$ cat src/lprg_pkg.sv
// ----------------------------------------------------------------------------
// lprg_pkg
// Types, codes and constants for the long-press reset gesture block.
// ----------------------------------------------------------------------------
package lprg_pkg;

  localparam int unsigned TimeW     = 16;
  localparam int unsigned ElapsedW  = 10;
  localparam int unsigned IntervalW = 10;
  localparam int unsigned CfgAddrW  = 2;
  localparam int unsigned CfgDataW  = 16;

  // Blink half-period is (PeriodMax - held * PeriodSpan / arm) / 2.
  localparam int unsigned PeriodMax  = 500;
  localparam int unsigned PeriodSpan = 400;
  localparam int unsigned QuoW       = 9;   // quotient stays below PeriodSpan
  localparam int unsigned ProdW      = TimeW + QuoW;
  localparam int unsigned HalfW      = 8;
  localparam int unsigned CntW       = 4;

  localparam logic [TimeW-1:0]     ArmTimeReset      = 16'd6000;
  localparam logic [IntervalW-1:0] RingIntervalReset = 10'd60;
  localparam logic [TimeW-1:0]     TimeSat           = '1;

  typedef enum logic [CfgAddrW-1:0] {
    REG_ARM_TIME      = 2'd0,
    REG_RING_INTERVAL = 2'd1
  } cfg_reg_e;

  typedef enum logic [1:0] {
    RING_NONE = 2'd0,
    RING_RED  = 2'd1,
    RING_OFF  = 2'd2
  } ring_cmd_e;

  typedef enum logic [1:0] {
    STG_WAIT = 2'd0,
    STG_HOLD = 2'd1,
    STG_DONE = 2'd2
  } stage_e;

  typedef enum logic [2:0] {
    S_IDLE  = 3'd0,
    S_EVAL  = 3'd1,
    S_ARM   = 3'd2,
    S_DIV   = 3'd3,
    S_BLINK = 3'd4,
    S_EMIT  = 3'd5
  } seq_state_e;

  // Saturating add of a millisecond step onto a 16-bit timer.
  function automatic logic [TimeW-1:0] sat_add16(input logic [TimeW-1:0] a,
                                                 input logic [ElapsedW-1:0] b);
    logic [TimeW:0] s;
    s = {1'b0, a} + {{(TimeW + 1 - ElapsedW){1'b0}}, b};
    return s[TimeW] ? TimeSat : s[TimeW-1:0];
  endfunction

endpackage

$ cat src/long_press_reset_gesture.sv
// ----------------------------------------------------------------------------
// long_press_reset_gesture
// Power-up long-press erase gesture with blink pacing and ring rate limiting.
// ----------------------------------------------------------------------------
// Usage: each input transfer is one poll sample (button_down_i, elapsed_ms_i)
// on a valid/stall channel. Every sample yields exactly one result transfer
// (led_on_o, ring_command_o, erase_commit_o, finished_o) on the output
// valid/stall channel, in order.
// Steps: a held sample that is not yet armed goes through evaluate, arm
// check, the 9-step restoring divider that derives the blink half-period
// (held * 400 / arm time), blink and emit. A held sample that arms or is
// already armed goes through evaluate, arm check and emit; a release or a
// sample after the end, through evaluate and emit. The input stays stalled
// while a sample is worked on, until its result enters the output register.
// The output register holds a result until it is taken; a new sample can be
// accepted meanwhile, and its result waits until the register frees up.
// Reset clears the gesture to "waiting for first sample", loads the
// register defaults (arm time 6000 ms, ring interval 60 ms) and empties the
// output register. Configuration writes land at once and should only be made
// while no sample is in flight.
// ----------------------------------------------------------------------------
module long_press_reset_gesture (
  input  logic                              clk_i,
  input  logic                              rst_ni,
  input  logic                              cfg_we_i,
  input  logic [lprg_pkg::CfgAddrW-1:0]     cfg_addr_i,
  input  logic [lprg_pkg::CfgDataW-1:0]     cfg_wdata_i,
  input  logic                              in_valid_i,
  output logic                              in_stall_o,
  input  logic                              button_down_i,
  input  logic [lprg_pkg::ElapsedW-1:0]     elapsed_ms_i,
  output logic                              out_valid_o,
  input  logic                              out_stall_i,
  output logic                              led_on_o,
  output logic [1:0]                        ring_command_o,
  output logic                              erase_commit_o,
  output logic                              finished_o
);
  import lprg_pkg::*;

  seq_state_e state_q, state_d;

  logic [TimeW-1:0]     arm_time_q;
  logic [IntervalW-1:0] ring_interval_q;

  stage_e               stage_q;
  logic [TimeW-1:0]     held_q;
  logic [TimeW-1:0]     phase_q;
  logic                 blink_lit_q;
  logic                 ring_lit_q;
  logic                 armed_q;
  logic [TimeW-1:0]     ring_since_q;

  logic                 down_q;
  logic [ElapsedW-1:0]  elapsed_q;
  logic [ElapsedW-1:0]  step_q;

  logic [TimeW-1:0]     rem_q;
  logic [QuoW-1:0]      lo_q;
  logic [QuoW-1:0]      quo_q;
  logic [CntW-1:0]      cnt_q;

  logic                 res_led_q;
  ring_cmd_e            res_ring_q;
  logic                 res_erase_q;
  logic                 res_fin_q;

  logic                 out_valid_q;
  logic                 out_led_q;
  ring_cmd_e            out_ring_q;
  logic                 out_erase_q;
  logic                 out_fin_q;

  logic                 in_xfer;
  logic                 out_free;
  logic                 div_last;
  logic [ElapsedW-1:0]  eval_step;
  logic [ProdW-1:0]     prod;
  logic [TimeW:0]       trial;
  logic                 trial_ge;
  logic [QuoW-1:0]      period;
  logic [HalfW-1:0]     half;
  logic [TimeW-1:0]     phase_new;
  logic                 blink_new;

  assign in_xfer  = in_valid_i && !in_stall_o;
  assign out_free = !out_valid_q || !out_stall_i;
  assign div_last = (cnt_q == CntW'(QuoW - 1));

  // The first held sample counts as a zero-length step.
  assign eval_step = (stage_q == STG_WAIT) ? '0 : elapsed_q;

  // Shared datapath: one multiply for the dividend, one subtract per step.
  assign prod      = ProdW'(held_q) * ProdW'(PeriodSpan);
  assign trial     = {rem_q, lo_q[QuoW-1]};
  assign trial_ge  = (trial >= {1'b0, arm_time_q});
  assign period    = QuoW'(PeriodMax) - quo_q;
  assign half      = period[QuoW-1:1];
  assign phase_new = sat_add16(phase_q, step_q);
  assign blink_new = (phase_new >= {{(TimeW - HalfW){1'b0}}, half}) ? !blink_lit_q
                                                                    : blink_lit_q;

  // Next state
  always_comb begin
    state_d = state_q;
    case (state_q)
      S_IDLE: begin
        if (in_xfer) state_d = S_EVAL;
      end
      S_EVAL: begin
        if (down_q && (stage_q == STG_WAIT || stage_q == STG_HOLD)) begin
          state_d = S_ARM;
        end else begin
          state_d = S_EMIT;
        end
      end
      S_ARM: begin
        state_d = (held_q >= arm_time_q) ? S_EMIT : S_DIV;
      end
      S_DIV: begin
        if (div_last) state_d = S_BLINK;
      end
      S_BLINK: state_d = S_EMIT;
      S_EMIT: begin
        if (out_free) state_d = S_IDLE;
      end
      default: state_d = S_IDLE;
    endcase
  end

  // Outputs
  always_comb begin
    in_stall_o     = (state_q != S_IDLE);
    out_valid_o    = out_valid_q;
    led_on_o       = out_led_q;
    ring_command_o = out_ring_q;
    erase_commit_o = out_erase_q;
    finished_o     = out_fin_q;
  end

  always_ff @(posedge clk_i or negedge rst_ni) begin
    if (!rst_ni) begin
      state_q <= S_IDLE;
    end else begin
      state_q <= state_d;
    end
  end

  always_ff @(posedge clk_i or negedge rst_ni) begin
    if (!rst_ni) begin
      arm_time_q      <= ArmTimeReset;
      ring_interval_q <= RingIntervalReset;
    end else if (cfg_we_i) begin
      case (cfg_addr_i)
        REG_ARM_TIME:      arm_time_q      <= cfg_wdata_i;
        REG_RING_INTERVAL: ring_interval_q <= cfg_wdata_i[IntervalW-1:0];
        default: ;
      endcase
    end
  end

  // Gesture state and per-sample result.
  always_ff @(posedge clk_i or negedge rst_ni) begin
    if (!rst_ni) begin
      stage_q      <= STG_WAIT;
      held_q       <= '0;
      phase_q      <= '0;
      blink_lit_q  <= 1'b0;
      ring_lit_q   <= 1'b0;
      armed_q      <= 1'b0;
      ring_since_q <= TimeSat;
      res_led_q    <= 1'b0;
      res_ring_q   <= RING_NONE;
      res_erase_q  <= 1'b0;
      res_fin_q    <= 1'b0;
    end else begin
      case (state_q)
        S_EVAL: begin
          res_led_q   <= 1'b0;
          res_ring_q  <= RING_NONE;
          res_erase_q <= 1'b0;
          res_fin_q   <= 1'b0;
          case (stage_q)
            STG_WAIT, STG_HOLD: begin
              if (!down_q) begin
                stage_q   <= STG_DONE;
                res_fin_q <= 1'b1;
                if (stage_q == STG_HOLD) begin
                  res_ring_q  <= RING_OFF;
                  res_erase_q <= armed_q;
                end
              end else begin
                stage_q      <= STG_HOLD;
                ring_since_q <= sat_add16(ring_since_q, eval_step);
                held_q       <= sat_add16(held_q, eval_step);
              end
            end
            default: res_fin_q <= 1'b1;
          endcase
        end
        S_ARM: begin
          if (held_q >= arm_time_q) begin
            if (!armed_q) begin
              res_ring_q <= RING_RED;
              ring_lit_q <= 1'b1;
            end
            armed_q   <= 1'b1;
            res_led_q <= 1'b1;
          end
        end
        S_BLINK: begin
          phase_q     <= (blink_new != blink_lit_q) ? '0 : phase_new;
          blink_lit_q <= blink_new;
          res_led_q   <= blink_new;
          if (blink_new != ring_lit_q &&
              ring_since_q >= {{(TimeW - IntervalW){1'b0}}, ring_interval_q}) begin
            ring_lit_q   <= blink_new;
            ring_since_q <= '0;
            res_ring_q   <= blink_new ? RING_RED : RING_OFF;
          end
        end
        default: ;
      endcase
    end
  end

  // Sample latch and divider registers; payload only.
  always_ff @(posedge clk_i) begin
    if (in_xfer) begin
      down_q    <= button_down_i;
      elapsed_q <= elapsed_ms_i;
    end
    if (state_q == S_EVAL) begin
      step_q <= eval_step;
    end
    if (state_q == S_ARM) begin
      // Quotient fits in QuoW bits, so the upper dividend part is below arm.
      rem_q <= prod[ProdW-1:QuoW];
      lo_q  <= prod[QuoW-1:0];
      quo_q <= '0;
      cnt_q <= '0;
    end else if (state_q == S_DIV) begin
      rem_q <= trial_ge ? TimeW'(trial - {1'b0, arm_time_q}) : trial[TimeW-1:0];
      lo_q  <= {lo_q[QuoW-2:0], 1'b0};
      quo_q <= {quo_q[QuoW-2:0], trial_ge};
      cnt_q <= cnt_q + 1'b1;
    end
  end

  // Output register: holds a result until the receiver takes the transfer.
  always_ff @(posedge clk_i or negedge rst_ni) begin
    if (!rst_ni) begin
      out_valid_q <= 1'b0;
    end else if (state_q == S_EMIT && out_free) begin
      out_valid_q <= 1'b1;
    end else if (!out_stall_i) begin
      out_valid_q <= 1'b0;
    end
  end

  always_ff @(posedge clk_i) begin
    if (state_q == S_EMIT && out_free) begin
      out_led_q   <= res_led_q;
      out_ring_q  <= res_ring_q;
      out_erase_q <= res_erase_q;
      out_fin_q   <= res_fin_q;
    end
  end

endmodule
$ cat config.mk
export PLATFORM = sky130hd
export DESIGN_NAME = long_press_reset_gesture
export DESIGN_NICKNAME = d
export VERILOG_FILES = /design/src/lprg_pkg.sv /design/src/long_press_reset_gesture.sv
export SDC_FILE = /design/constraint.sdc
export NUM_CORES = 1
export LEC_CHECK = 0
export ABC_AREA = 1
export BUFFER_PORTS_ARGS = -buffer_cell sky130_fd_sc_hd__buf_2
export CAP_MARGIN = 20
export CORE_ASPECT_RATIO = 0.5
export CORE_UTILIZATION = 55
export CTS_BUF_LIST = sky130_fd_sc_hd__clkbuf_8
export CTS_CLUSTER_DIAMETER = 120
export DETAILED_ROUTE_END_ITERATION = 12
export PLACE_DENSITY = 0.79
export SKIP_CTS_REPAIR_TIMING = 1
export SYNTH_ARGS = -nofsm -noshare
export SYNTH_HDL_FRONTEND = slang
export SYNTH_SLANG_ARGS = --single-unit
$ cat constraint.sdc
create_clock -name clk_i -period 4 [get_ports clk_i]
set_input_delay 1 -clock clk_i [delete_from_list [all_inputs] [get_ports clk_i]]
set_output_delay 1 -clock clk_i [all_outputs]
set_load 0.01 [all_outputs]
==> results.py <==
metrics = {
    "pwr": {
        "power.density_nw_per_um2": 743.3,
        "ir_drop_mv": 0.3940,
        "p_leak_uw": 0.006184,
    },
    "sta": {
        "period_share_pct": 92.88,
        "fin_crit_ns": 3.715,
        "hold_violations": 0,
        "worstMarginPinSlew_ns": 0.8864,
        "slew-limit-headroom_pct": 40.76,
        "fmax_ghz": 0.2692,
        "finalSetupViolations": 0,
        "finalWorstSetupSlack_ns": 0.2848,
        "setup_tns_ns": 0,
        "drv_slew": 0,
        "clock_skew_ns": 0.01703,
        "grt_setup_unrepaired": "true",
    },
    "drt": {
        "drcViolationCount": 0,
        "wire_per_inst_um": 15.03,
        "wl_um": 25850,
        "via_per_inst": 5.431,
        "ant_nets": 0,
        "vias": 9342,
        "firstDrtPassIters": 5,
        "dr.first_iter.drc_count": 451,
    },
    "placed_design": {
        "placed_area_um2": 11480,
        "place_ws_ns": 0.2515,
        "io_buffers": 40,
        "place_congestion": 0.9263,
        "hpwl_um": 19900,
    },
    "global_routing": {
        "grt_usage_pct": 25.67,
        "grt_max_degree": 44,
        "grt_pass1_vias": 8759,
        "grt_first_pass_wirelength_um": 41550,
        "grt_overflow": 0,
        "antenna_found_initial": 0,
    },
    "floorplanning": {
        "initial_core_util_pct": 56.21,
        "die_w_um": 201.7,
        "coreArea_um2": 19500,
        "ios": 41,
        "die_y_um": 101.8,
        "die_area_um2": 20540,
        "row_count": 36,
    },
    "finish": {
        "drive_gt1_share_pct": 9.766,
        "antenna_cells": 0,
        "fin_area_um2": 11950,
        "utilization_pct": 61.25,
        "nNetsFinal": 1625,
        "area_growth_pct": 8.959,
    },
    "logic_synthesis": {
        "synth_cells": 1390,
        "synthTopCellsByArea": "ha_1 (15%), dfrtp_1 (14%), edfxtp_1 (13%)",
        "synth_edf_count": 47,
        "ys_types": 51,
        "synth.net_count": 1574,
        "synth_top_cell_area_share_pct": 15.41,
        "synthArstFlopShare_pct": 59.46,
        "syn_avg_cell_area_um2": 7.887,
        "synth_top_cell_by_area": "ha_1",
        "synth.top_cells.by_count": "nand2_1 (302), inv_1 (242), ha_1 (135)",
        "syn_area_um2": 10960,
        "ys_seq_area_share_pct": 35.64,
        "ys_warn_count": 0,
        "yosysMostFrequentCell": "nand2_1",
        "synthFlopType": "dfrtp_1",
        "ys_ff_latch": 148,
    },
    "clocking": {
        "clkTransAtPathRegs_ns": 0.09,
        "clock_path_buffers": 2,
        "cts.sink_count": 148,
        "cts_buffers": 17,
        "tritoncts": "built",
        "htree_levels": 4,
        "clk_latency_ns": 0.48,
        "cts_root_buf": "clkbuf_8",
    },
    "worst_hold_path": {
        "hold_class": "reg -> reg",
    },
    "worst_setup_path": {
        "worstPathArrival_ns": 4.07,
        "critPathMaxFanout": 8,
        "endpoint_kind": "flop",
        "cp_slowest_stage_delay_ns": 0.39,
        "path_class": "reg -> reg",
        "crit_top_cell": "nand2_1",
        "crit_slowest_cell": "dfrtp_1",
        "start_kind": "flop",
        "crit_required_ns": 4.36,
    },
    "run_status": {
        "status": "finished, final reports clean",
    },
    "run": {
        "cap_violations": 0,
    },
}
## where the power goes
part | leakage [µW] | internal, µW | switching [µW]
Sequential | 0.00159 | 2020 | 329
Clock | 0.000189 | 513 | 647
Combinational | 0.00440 | 2120 | 3250
## final cells by class
cell class / count / area [µm²]
Clock inverter: 14 / 123.9
Sequential cell: 148 / 3908
Multi-Input combinational cell: 976 / 6061
Tap cell: 266 / 332.8
Inverter: 243 / 912.1
Timing Repair Buffer: 55 / 360.3
Clock buffer: 18 / 247.7
Fill cell: 1683 / 7559
## worst paths after layout
check,start,to,slack [ns],depth (start not counted)
setup / recovery,phase_q[0],ring_lit_q,0.28,28
min in group asynchronous,rst_ni,phase_q[1],0.51,1
max in group asynchronous,rst_ni,arm_time_q[10],2.66,2
setup reg to reg,phase_q[0],ring_lit_q,0.28,28
hold reg to reg,res_fin_q,finished_o,0.46,0
hold / removal,res_fin_q,finished_o,0.46,0
## layout by cell type (no fill, tap or decap), drive strengths merged, types with 2 or more instances in the layout
master | Yosys | routed
o31ai | 5 | 5
dfstp | 27 | 27
xor2 | 34 | 34
a21o | 2 | 2
a31oi | 7 | 7
nor2 | 97 | 97
ha | 135 | 135
nand4 | 10 | 10
o21bai | 8 | 8
o21ai | 103 | 103
nand3b | 4 | 4
clkbuf | 17 | 19
fa | 15 | 15
o21a | 4 | 4
dfxtp | 13 | 13
a21oi | 104 | 104
xnor2 | 16 | 16
a211oi | 3 | 3
buf | 7 | 54
a22oi | 4 | 4
a21boi | 3 | 3
nor3 | 15 | 15
nand3 | 68 | 68
inv | 242 | 250
edfxtp | 47 | 47
nand2 | 308 | 309
dfrtp | 61 | 61
o211ai | 4 | 4
clkinvlp | 0 | 3
or2 | 10 | 10
o22ai | 10 | 10
clkinv | 1 | 3
## cells by family (layout without fill, tap and decap cells)
family	count (synthesis)	count (layout)	share of synthesized area, %
AOI/OAI and AO/OA	260	260	13.12
xor gates and xnor gates	50	50	3.995
adders and majority gates	150	150	18.15
buffers and inverters	267	330	9.415
DFF	148	148	35.64
and+or+nand+nor	515	516	19.68
## flip-flops by register name (all words and copies together) (netlist names), 10 cells and up
signal,flops
elapsed_q,10
arm_time_q,16
ring_since_q,16
rem_q,16
phase_q,16
step_q,10
held_q,16
ring_interval_q,10
## critical path: cells and delay by family (launching register included)
family          cells  cell delay (ns)
compound gates      2             0.24
fa+ha+maj           3             0.86
simple gates       23             2.10
flops               1             0.39
## stage by stage
| step | total power, µW | std cells | hold WS (ns) |
|---|---|---|---|
| after detailed placement | 7608 | 1685 | 0.4384 |
| after floorplan | 6377 | 1390 | 0.4253 |
| after global routing | 9787 | 1720 | 0.4641 |
| final | 8879 | 1720 | 0.4573 |
| after global placement | 7388 | 1685 | 0.4354 |
| after CTS | 8807 | 1717 | 0.4518 |
## layer usage
metal	routed length, µm	global-route usage [%]	up-vias
li1	-	-	4659
met1	11690	32.83	4421
met2	12230	43.50	210
met3	1346	4.879	52
met4	585	10.66	0
met5	0	0	-
Power figures use the tool's default switching activity.
